### src/hw/rtl/assert_macros.svh
// Assertion helpers shared by the RTL files.
`ifndef ASSERT_MACROS_SVH
`define ASSERT_MACROS_SVH

// Same-cycle implication, checked at every rising edge outside reset.
`define HBD_CHK(lbl, ante, cons, msg) \
    lbl: assert property (@(posedge i_clk) disable iff (!i_rst_n) (ante) |-> (cons)) \
        else $error(msg);

// Next-cycle implication.
`define HBD_CHK_NEXT(lbl, ante, cons, msg) \
    lbl: assert property (@(posedge i_clk) disable iff (!i_rst_n) (ante) |=> (cons)) \
        else $error(msg);

`endif

### src/hw/rtl/hbd_pkg.sv
// ----------------------------------------------------------------------------
// hbd_pkg
// Types and constants of the block decoder with a postorder tree header.
// ----------------------------------------------------------------------------
package hbd_pkg;

    localparam logic [2:0] ST_DATA      = 3'd0;
    localparam logic [2:0] ST_BLOCK     = 3'd1;
    localparam logic [2:0] ST_STREAM    = 3'd2;
    localparam logic [2:0] ST_BAD_COUNT = 3'd3;
    localparam logic [2:0] ST_UNDERFLOW = 3'd4;
    localparam logic [2:0] ST_SHAPE     = 3'd5;
    localparam logic [2:0] ST_DUP       = 3'd6;
    localparam logic [2:0] ST_TRUNC     = 3'd7;

    localparam int          SYM_W   = 9;
    localparam logic [8:0]  END_SYM = 9'd256;
    localparam logic [7:0]  ESC_BYTE = 8'hFF;

    typedef enum logic [2:0] {
        PH_HI, PH_LO, PH_TREE, PH_SYMS, PH_CODE, PH_DONE, PH_ERR
    } t_phase;

    typedef enum logic [2:0] {
        SQ_IDLE, SQ_BIT, SQ_POP, SQ_NODE, SQ_SYM, SQ_ROOTW, SQ_FLUSH
    } t_seq;

    typedef struct packed {
        logic [7:0] data;
        logic [2:0] status;
    } t_res;

endpackage

### src/hw/rtl/hbd_out.sv
// ----------------------------------------------------------------------------
// hbd_out
// Result buffer: one pending result plus the output register. The pending
// stage lets the last result of a byte be marked once the byte is finished.
// ----------------------------------------------------------------------------
`include "assert_macros.svh"

module hbd_out
    import hbd_pkg::*;
(
    input  logic       i_clk,
    input  logic       i_rst_n,
    input  logic       i_push,
    input  t_res       i_res,
    input  logic       i_flush,
    input  logic       i_out_stall,
    output logic       o_ready,
    output logic       o_pend,
    output logic       o_out_valid,
    output logic [7:0] o_out_byte,
    output logic [2:0] o_status,
    output logic       o_last
);

    logic r_pv;
    t_res r_pres;
    logic r_ov;
    t_res r_ores;
    logic r_olast;
    logic out_free;
    logic move;

    assign out_free = !r_ov || !i_out_stall;
    assign move     = r_pv && out_free && (i_push || i_flush);
    assign o_ready  = !r_pv || out_free;
    assign o_pend   = r_pv;

    always_ff @(posedge i_clk) begin
        if (!i_rst_n) begin
            r_pv <= 1'b0;
            r_ov <= 1'b0;
        end else begin
            if (move) begin
                r_ov <= 1'b1;
            end else if (r_ov && !i_out_stall) begin
                r_ov <= 1'b0;
            end
            if (i_push) begin
                r_pv <= 1'b1;
            end else if (move) begin
                r_pv <= 1'b0;
            end
        end
    end

    always_ff @(posedge i_clk) begin
        if (move) begin
            r_ores  <= r_pres;
            r_olast <= i_flush;
        end
        if (i_push) begin
            r_pres <= i_res;
        end
    end

    assign o_out_valid = r_ov;
    assign o_out_byte  = r_ores.data;
    assign o_status    = r_ores.status;
    assign o_last      = r_olast;

    `HBD_CHK(a_push_room, i_push && r_pv, out_free, "push would drop a pending result")
    `HBD_CHK(a_push_flush, i_push, !i_flush, "push and flush in one cycle")
    `HBD_CHK_NEXT(a_pend_kept, r_pv && !out_free, r_pv, "pending result lost under stall")

endmodule

### config.mk
export PLATFORM = sky130hd
export DESIGN_NAME = hbd_out
export DESIGN_NICKNAME = d
export VERILOG_FILES = /design/src/hw/rtl/hbd_pkg.sv /design/src/hw/rtl/hbd_out.sv
export VERILOG_INCLUDE_DIRS = /design/src /design/src/hw/rtl
export SDC_FILE = /design/constraint.sdc
export NUM_CORES = 1
export LEC_CHECK = 0
export BUFFER_PORTS_ARGS = -buffer_cell sky130_fd_sc_hd__buf_2
export CELL_PAD_IN_SITES_DETAIL_PLACEMENT = 0
export CELL_PAD_IN_SITES_GLOBAL_PLACEMENT = 2
export CORE_MARGIN = 2
export CORE_UTILIZATION = 31
export DETAILED_ROUTE_END_ITERATION = 12
export GPL_ROUTABILITY_DRIVEN = 0
export PLACE_DENSITY_LB_ADDON = 0.1
export SLEW_MARGIN = 15
export SYNTH_ARGS = -nofsm -noshare
export SYNTH_HDL_FRONTEND = slang
export SYNTH_SLANG_ARGS = --single-unit
### constraint.sdc
create_clock -name i_clk -period 2 [get_ports i_clk]
set_clock_uncertainty 0.2 [all_clocks]
set_input_delay 0.1 -clock i_clk [delete_from_list [all_inputs] [get_ports i_clk]]
set_output_delay 0.1 -clock i_clk [all_outputs]
set_load 0.01 [all_outputs]
Word-level counts from Yosys, hierarchy flattened

Index checks and enable logic that the tools add are counted.

Latch bits: 0
Bits in read-only memories: 0
Word-level logic and storage cells: 22
Output and inout port bits: 15
Memories kept: 0
Register bits after elaboration: 25
RAM bits: 0

Reductions and logical operators: 11
Order comparisons: 0
Divide/modulo/power cells: 0
$mul: 0
Shift-type cells: 0
Add/sub/neg operators: 0
Bitwise operators: 0
Muxes and demuxes: 4
Equality and inequality tests: 0

Operator list:

| kind               | number |
|---|---|
| 2-to-1 mux 1 bit   | 4 |
| nonzero test 2 bit | 2 |
| logical AND 1 bit  | 3 |
| zero test 1 bit    | 3 |
| logical OR 1 bit   | 3 |

Logic depth before layout (Yosys ltp)

Gate-level depths: netlist (run 1).

Word-level depth: 6
Depth in mapped cells: 2
Gate-level depth less buffers: 2

Worst setup path before layout (run 1)

No wires, ideal clock.

Kind: register -> register
Start: register r_pv, in the netlist o_pend
End: register r_olast, in the netlist o_last (enable)
Setup slack: 286 ps
Data required time: 1415 ps
Arrival time: 1129 ps
Cell stages (with the launch flop): 3
Library setup time: 385 ps
Path buffers: 0
Path through: dfxtp_1 > o21ai_1 > a21oi_1

Word-level cells in the longest chain between the ends: 2

RTL lines:

| what                           | line          | text |
|---|---|---|
| start: declaration             | hbd_out.sv:25 | `logic r_pv;` |
| start signal: assignment       | hbd_out.sv:40 | `r_pv <= 1'b0;` |
| start signal: assignment       | hbd_out.sv:49 | `r_pv <= 1'b1;` |
| start signal: assignment       | hbd_out.sv:51 | `r_pv <= 1'b0;` |
| logical AND 1 bit (2 in a row) | hbd_out.sv:34 | `assign move = r_pv && out_free && (i_push \|\| i_flush);` |
| named net move                 | hbd_out.sv:31 | `logic move;` |
| end signal: assignment         | hbd_out.sv:59 | `r_olast <= i_flush;` |
| end: declaration               | hbd_out.sv:29 | `logic r_olast;` |

The timed path passes the listed nets, and every way through them passes these cells.
A chain may end at the register's enable or synchronous reset.

Worst setup path in the final report (run 1)

Start: input port i_push
End: register r_pv, in the netlist o_pend

Word-level cells in the longest chain between the ends: 3
Elaborated cells between the ends (all ways): 4
Those cells by class: 1 x mux; 3 x reduce/logical

RTL lines:

| what                         | line          | text |
|---|---|---|
| start: declaration           | hbd_out.sv:13 | `input logic i_push,` |
| logical OR 1 bit             | hbd_out.sv:34 |  |
| logical AND 1 bit            | hbd_out.sv:34 |  |
| nonzero test 2 bit (no line) | --            |  |

Parallel ways exist; a longest one is shown, timed or not.

==> metrics.txt, run 1 <==
most frequent cell after synthesis=edfxtp_1; maximum vdd drop=384 uV; per-cell routed wire length=approximately 11 um; Layout area overhead=49.9%; largest family of logic cells by synthesized area=compound AO/OA/AOI/OAI gates; DRC errors left=0; top_reg_cell synth=edfxtp_1; Post-CTS Setup Repair Bufs=0; Fin. Hold Viols=0; fin cells=114; overall global routing resource usage=a little under a tenth; slew margin rel.=about four fifths; layout cells sized above 1=around two fifths; Pleak=around 0.46 nW; Worst-Margin Slew=0.289 ns; kind of critical path=input port to register; Clk pwr share=between 20% and 30%; unrepaired setup endpoints after global routing=no; Sequential Power Share=67.3%; fill cell count=220; worst min-delay path endpoint=o_status[0]; crit share post-route=82.6%; Final #Nets=around 100; setup slack, reg-to-reg=between 0.5 and 0.6 ns; setup TNS=0 ns; CTS HTree Levels=1; critical hold path startpoint=r_pres[0]; RR Endpoint=o_pend; Post-Syn Instances=33; Worst-Skew Late Latency=between 0.3 and 0.4 ns; final wirelength=between 1000 and 1500 um; distinct cell type count after synthesis=10; synth top area cells=edfxtp_1 89%, dfxtp_1 5.2%, a21boi_1 0.97%; number of global-route vias before repair=~420; global-route wire length before repair=1790 um; RR Startpoint=o_out_valid; Cell Area, Placed=~970 um2; Final Max Slew Viols=0; Critical Path Source=i_push; WHS Path Cells=0; Die H=53.9 um; Pwr Density=a little under 800 nW/um2; Routed Antenna Nets=0; Port Buffers=30; initial antenna violation count=0; via count=approximately 460; hold_buf cts=16; full die area=2910 um2; syn_nets=49; Critical Path Fanout Max=14; Crit path arrival time=1.72 ns; I/O pin count=31; switching power=188 uW; mux share of post-synthesis cell area=0%; Int Power=729 uW; Synth Register Bits=25; post-synthesis adder-cell area fraction=0%; CTS clk-pin slew, worst paths=0.13 ns; Initial DRC Count=1; Fmax=605 MHz; FP Rows=18; post-DR vias/cell=4.00; Post-synth EDFFs=23; Max-cap violations=0; Combinational Power Share=8.5%; CTS tree=done; CP required=2.06 ns; CTS Buffer Depth=2; Sink Count=25; post-synth top area share=about nine tenths; Diodes inserted=0; minimum clock period=1.65 ns; setup violators final=0; Starting Density=approximately a third; pin count of the biggest net entering global routing=16; Mapped Area=between 700 and 800 um2; CORE AREA=2410 um2; Synth top cells by count=23 x edfxtp_1, 2 x dfxtp_1; Cells after DPL=94; DR pass1 iterations=2; outcome=finished, final reports clean; switch share=20.5%; Hold Crit Class=register to register; Root Buffer=clkbuf_4; fraction of the mapped netlist area in compound gates=3.73%; DP HPWL=around 790 um; Synth Area in XOR/XNOR=0%; Final Cell Area=around 1200 um2; Seq/Total Area, Yosys=between 90% and 100%; fraction of registers with async set/reset=0%; path depth of the worst reg2reg path=3; Die Wd=53.9 um; Critical Path Source Type=input port; Synth Area per Inst=around 23 um2; total CTS buffers=3; yosys warns=0; post-cts sizing count=0; Simple-Gate Fraction of Synth Area=1.13%; crit end category=register; dominant cell type by area after synthesis=edfxtp_1; GRT overflow=0
[power by group through the flow]
| stage | Combinational [mW] | Sequential, mW | Clock (mW) |
|---|---|---|---|
| global route | 0.0856 | 0.621 | 0.254 |
| global placement | 0.0545 | 0.630 | 0 |
| finish | 0.0782 | 0.617 | 0.221 |
| floorplan | 0.00852 | 0.637 | 0 |
| CTS | 0.0790 | 0.618 | 0.233 |
| detailed placement | 0.0548 | 0.630 | 0 |
[worst max-delay path, stage by stage]
cell and delay, ns:
dlygate4sd3_1 0.51, buf_2 0.28, o21ai_0 0.13, a31oi_1 0.14, dlygate4sd3_1 0.55
[stage by stage]
stage               worst slack, ns  total power [mW]  hold WS, ns  util, %
floorplan                     0.286             0.646     -0.00113        -
global placement              0.648             0.684       0.0765     40.1
detailed placement            0.612             0.685       0.0781     40.1
finish                        0.348             0.917        0.236     48.0
global route                  0.257             0.961        0.244     48.0
CTS                           0.352             0.930        0.238     48.0
[layout make-up]
cell class | instances | area [um2] | share of cell area (%)
multi-input combinational | 7 | 37.5 | 3.24
inverter | 1 | 3.75 | 0.324
clock inverter | 1 | 7.51 | 0.649
tap | 30 | 37.5 | 3.24
clock buffer | 3 | 22.5 | 1.95
timing repair buffer | 47 | 318 | 27.5
sequential | 25 | 731 | 63.1
[worst max path at each step]
| stage | endpoint |
|---|---|
| 2_1_floorplan | o_last |
| 3_3_place_gp | o_out_byte[6] |
| 3_5_place_dp | o_out_byte[6] |
| 4_1_cts | o_pend |
| 5_1_grt | o_pend |
| 6_report | o_pend |
[per-layer routing]
metal | share of wire (%) | up-vias | global-route usage, %
met2 | 52 | 18 | 16.9
met5 | 0 | - | 0
met3 | 6.8 | 2 | 2.50
met1 | 40 | 203 | 9.44
li1 | - | 233 | -
met4 | 1.1 | 0 | 6.41
[layout by cell type (no fill, tap or decap), types with 2 or more instances in the layout]
cell type	n
clkbuf_4	3
edfxtp_1	23
dlygate4sd3_1	16
dfxtp_1	2
buf_2	30
[registers in the layout, indices dropped and copies added, names as in the netlist]
register,cells
o_out_byte,8
o_status,3
o_pend,1
r_pres,11
o_last,1
o_out_valid,1
[kinds of logic (layout without fill, tap and decap cells)]
group	after synthesis	in the layout
AOI/OAI and AO/OA	5	5
buffers and inverters	1	52
DFF	25	25
and+or+nand+nor	2	2
(Power assumes the default switching activity.)
==> run 2, diff against run 1 <==
- CORE_UTILIZATION: 31 -> 28
- clock period: 2 -> 1.5 ns (I/O delays scaled with it)
==> metrics.txt, run 2 (synthesis gave the netlist of run 1 again) <==
CTS HTree Levels=1 (unchanged); CP peak stage delay=0.54 ns (about the same); Largest register FFs=11 (unchanged); setup TNS=0 ns (unchanged); pin count of the biggest net entering global routing=15 (-1); Worst-Margin Slew=0.312 ns (+0.0235 ns); register area=732 um2 (+0.17%); post-DR vias/cell=4.05 (+1.3%); Fin. Hold Viols=0 (unchanged); I/O pin count=31 (unchanged); maximum vdd drop=487 uV (+27%); CTS Buffer Depth=2 (unchanged); Fmax=696 MHz; Crit path arrival time=1.44 ns (-0.28 ns); CP required=1.50 ns (-0.56 ns); Sink Count=25 (unchanged); crit share post-route=95.8%; overall global routing resource usage=9.18% (-0.26 points); layout cells sized above 1=43.7% (+2.0 points); Post-CTS Setup Repair Bufs=0 (unchanged); largest register by flop count=r_pres; Critical Path Source=i_out_stall; Diodes inserted=0 (unchanged); setup violators final=0 (unchanged); Layout area overhead=55.6%; total CTS buffers=3 (unchanged); most common cell after layout, fill and taps aside=buf_2; CTS tree=done; CORE AREA=2690 um2 (+11%); Critical Path Fanout Max=3 (-11); Port Buffers=30 (unchanged); crit-path cells=dlygate4sd3_1 -> buf_2 -> nand2_1 -> a31oi_1 -> dlygate4sd3_1; outcome=finished, final reports clean; met3 routed WL=74 um (-12%); kind of critical path=input port to register; Die Wd=56.5 um (+4.8%); FP Rows=19 (+1); RR Endpoint=o_pend; Hold Crit Class=register to register; RR Startpoint=o_pend; Final Max Slew Viols=0 (unchanged); via count=478 (+4.8%); commonest cells after routing, fill and taps aside=30 x buf_2, 23 x edfxtp_1, 18 x dlygate4sd3_1; Critical Path Source Type=input port; Pleak=0.476 nW (+4.5%); met1 WL=474 um (-4.2%); initial antenna violation count=0 (unchanged); global-route wire length before repair=2130 um (+19%); Final #Nets=104 (+3.0%); fin util=44.7% (-3.3 points); Root Buffer=clkbuf_4; area of the multi-input gates=41.3 um2 (+10%); full die area=3190 um2 (+9.9%); unrepaired setup endpoints after global routing=no; Worst-Skew Late Latency=0.30 ns (about the same); top layer in use=met4; fill cell count=260 (+18%); Pwr Density=1020 nW/um2 (+29%); slew margin rel.=79.1% (-1.6 points); number of global-route vias before repair=520 (+24%); DRC errors left=0 (unchanged); crit end category=register; per-cell routed wire length=10.8 um (+0.46%); Initial DRC Count=7 (+6); Starting Density=28.7% (-3.3 points); final wirelength=1280 um (+4.0%); DR pass1 iterations=4 (+2); Max-cap violations=0 (unchanged); Die H=56.5 um (+4.8%); setup slack, reg-to-reg=0.10 ns (-0.45 ns); GRT overflow=0 (unchanged); Routed Antenna Nets=0 (unchanged); routed length on met2=722 um (+14%); CTS clk-pin slew, worst paths=0.13 ns (about the same); minimum clock period=approximately 1.4 ns; Critical Path End=o_pend; most frequent CP cell=dlygate4sd3_1; cell at the slowest stage of the critical path=dlygate4sd3_1; path depth of the worst reg2reg path=3 (unchanged)
==> run 2: per-stage QoR <==
stage / setup slack, ns / cells / cell area [um2] / power [mW] / hold slack (ns)
final: 0.0623 / 118 / 1200 / 1.22 / 0.234
after global routing: 0.0298 / 118 / 1200 / 1.28 / 0.243
after CTS: 0.0514 / 118 / 1200 / 1.25 / 0.237
after detailed placement: 0.239 / 96 / 992 / 0.923 / 0.0531
after global placement: 0.251 / 96 / 992 / 0.921 / 0.0519
after floorplan: 0.0404 / 33 / 776 / 0.861 / -0.0261
==> run 2: repair_timing <==
action,CTS,global route
resized for setup,0,1
hold buffers,18,0
hold endpoints to repair,21,0
endpoints found under the setup margin,0,1
==> run 2: power breakdown <==
group | switching [mW] | internal, mW
Sequential | 0.0122 | 0.813
Combinational | 0.0470 | 0.0688
Clock | 0.184 | 0.0994
==> run 2: worst min path at each step <==
stage / start / end / slack, ns / cells after the start
finish: r_pres[7] / o_out_byte[4] / 0.23 / 0
detailed placement: i_res[7] / r_pres[7] / 0.05 / 1
floorplan: i_flush / o_last / -0.03 / 0
global placement: i_res[7] / r_pres[7] / 0.05 / 1
global route: r_pres[7] / o_out_byte[4] / 0.24 / 0
CTS: r_pres[7] / o_out_byte[4] / 0.24 / 0
==> run 2: per-layer routing <==
metal	vias to the layer above	track usage [%]
li1	238	-
met1	221	9.37
met2	17	16.4
met3	2	2.07
met4	0	6.12
met5	-	0
==> run 2: layout make-up <==
| class | instances | share of cell area, % |
|---|---|---|
| clock buffers | 3 | 1.88 |
| inverters | 1 | 0.313 |
| repair buffers | 50 | 29.8 |
| well taps | 31 | 3.23 |
| clock inverters | 1 | 0.417 |
| multi-input cells | 7 | 3.44 |
| flip-flops and latches | 25 | 60.9 |
==> run 2: critical path, delay by kind of cell <==
family | cells | cell delay (ns)
buf+inv | 3 | 1.20
simple gates | 1 | 0.08
compound gates | 1 | 0.08
==> run 3, diff against run 2 <==
- BUFFER_PORTS_ARGS: -buffer_cell sky130_fd_sc_hd__buf_2 -> unset
- CORE_UTILIZATION: 28 -> 36
- DONT_BUFFER_PORTS: unset -> 1
==> metrics.txt, run 3 (synthesis gave the netlist of run 1 again) <==
Sink Count=25 (unchanged); Critical Path Source Type=input port; setup TNS=0 ns (unchanged); CTS HTree Levels=1 (unchanged); Starting Density=38.6% (+9.8 points); layout cells sized above 1=15.8% (-28 points); Sequential Power Share=70.7% (+3.3 points); FP Rows=16 (-3); Hold Worst Slack=0.0244 ns (-0.210 ns); Final Cell Area=1030 um2 (-14%); switching power=230 uW (-5.1%); Crit path arrival time=1.43 ns (about the same); Pleak=0.353 nW (-26%); Root Buffer=clkbuf_4; kind of critical path=input port to register; Cell Area, Placed=832 um2 (-16%); per-cell routed wire length=13.5 um (+25%); fin cells=84 (-29%); Pwr Density=1150 nW/um2 (+12%); Fmax=706 MHz (+1.6%); CP required=1.52 ns (+0.02 ns); Int Power=953 uW (-2.8%); via count=382 (-20%); I/O pin count=31 (unchanged); global-route wire length before repair=1780 um (-17%); Worst-Skew Late Latency=0.31 ns (about the same); Initial DRC Count=8 (+1); DRC errors left=0 (unchanged); Diodes inserted=0 (unchanged); Combinational Power Share=5.7% (-3.8 points); outcome=finished, final reports clean; met3 routed WL=88 um (+19%); number of global-route vias before repair=371 (-29%); full die area=2530 um2 (-21%); Routed Antenna Nets=0 (unchanged); crit share post-route=94.4% (-1.5 points); commonest cells after routing, fill and taps aside=23 x edfxtp_1, 17 x dlygate4sd3_1, 3 x clkbuf_4, 3 x buf_4, 2 x dfxtp_1; maximum vdd drop=424 uV (-13%); Layout area overhead=33.9%; CORE AREA=2000 um2 (-25%); post-DR vias/cell=4.55 (+12%); Fin. Hold Viols=0 (unchanged); overall global routing resource usage=10.2% (+1.0 points); largest register by flop count=r_pres; total CTS buffers=3 (unchanged); final wirelength=1140 um (-11%); Final #Nets=74 (-29%); CTS tree=done; Critical Path Fanout Max=3 (unchanged); Hold Crit Class=input port to register; Port Buffers=0 (-100%); top layer in use=met3; Die Wd=50.3 um (-11%); minimum clock period=1.42 ns (-0.0221 ns); fin util=51.6% (+6.9 points); crit end category=register; most common cell after layout, fill and taps aside=edfxtp_1; Placement Setup Slack=0.290 ns (+0.0509 ns); unrepaired setup endpoints after global routing=no; Die H=50.3 um (-11%); slew margin rel.=64.3% (-15 points); pin count of the biggest net entering global routing=15 (unchanged); total power=1.18 mW (-3.3%); DR pass1 iterations=4 (unchanged); Cells after DPL=63 (-34%); met1 WL=416 um (-12%); CTS clk-pin slew, worst paths=0.13 ns (about the same); Final WS setup=0.0844 ns (+0.0221 ns); GRT overflow=0 (unchanged); Max-cap violations=0 (unchanged); Clk pwr share=23.6% (+0.5 points); setup violators final=0 (unchanged); Largest register FFs=11 (unchanged); initial antenna violation count=0 (unchanged); CTS Buffer Depth=2 (unchanged); Final Max Slew Viols=0 (unchanged); routed length on met2=630 um (-13%); switch share=19.5% (-0.38 points); Worst-Margin Slew=0.534 ns (+0.222 ns)
==> run 3: timing repair <==
action                                  in CTS  in global routing
endpoints found under the hold margin       37                  0
setup buffers                                0                  0
endpoints found under the setup margin       0                  1
hold buffers                                17                  0
resized for setup                            0                  1
==> run 3: final cells by class <==
cell class                 instances  area (um2)
clock buffer                       3        22.5
multi-input combinational          7        45.0
clock inverter                     1        5.00
tap                               27        33.8
timing repair buffer              20         193
sequential                        25         731
fill                             174         968
inverter                           1        3.75
==> run 3: layer usage <==
metal / global-route usage [%] / vias to the layer above
met3: 3.57 / 0
met2: 17.8 / 21
li1: - / 178
met1: 10.8 / 183
met5: 0 / -
met4: 5.41 / 0
==> run 3: power by group through the flow <==
stage / clock network (mW) / logic, mW / registers (mW)
after global routing: 0.325 / 0.0757 / 0.841
after CTS: 0.287 / 0.0678 / 0.837
after floorplan: 0 / 0.0121 / 0.849
after detailed placement: 0 / 0.0250 / 0.854
final: 0.279 / 0.0677 / 0.837
after global placement: 0 / 0.0238 / 0.851
==> run 3: final timing paths <==
| path | slack (ns) | end | start | cells after the start |
|---|---|---|---|---|
| max | 0.08 | o_out_valid | i_flush | 4 |
| min | 0.02 | o_last | i_push | 3 |
| max reg2reg | 0.10 | o_out_valid | o_pend | 3 |
| min reg2reg | 0.23 | o_out_byte[3] | r_pres[6] | 0 |
==> run 3: critical path, stage by stage <==
cell	delay, ns
dlygate4sd3_1	0.59
o21ai_2	0.15
dlygate4sd3_1	0.56
a21boi_1	0.06
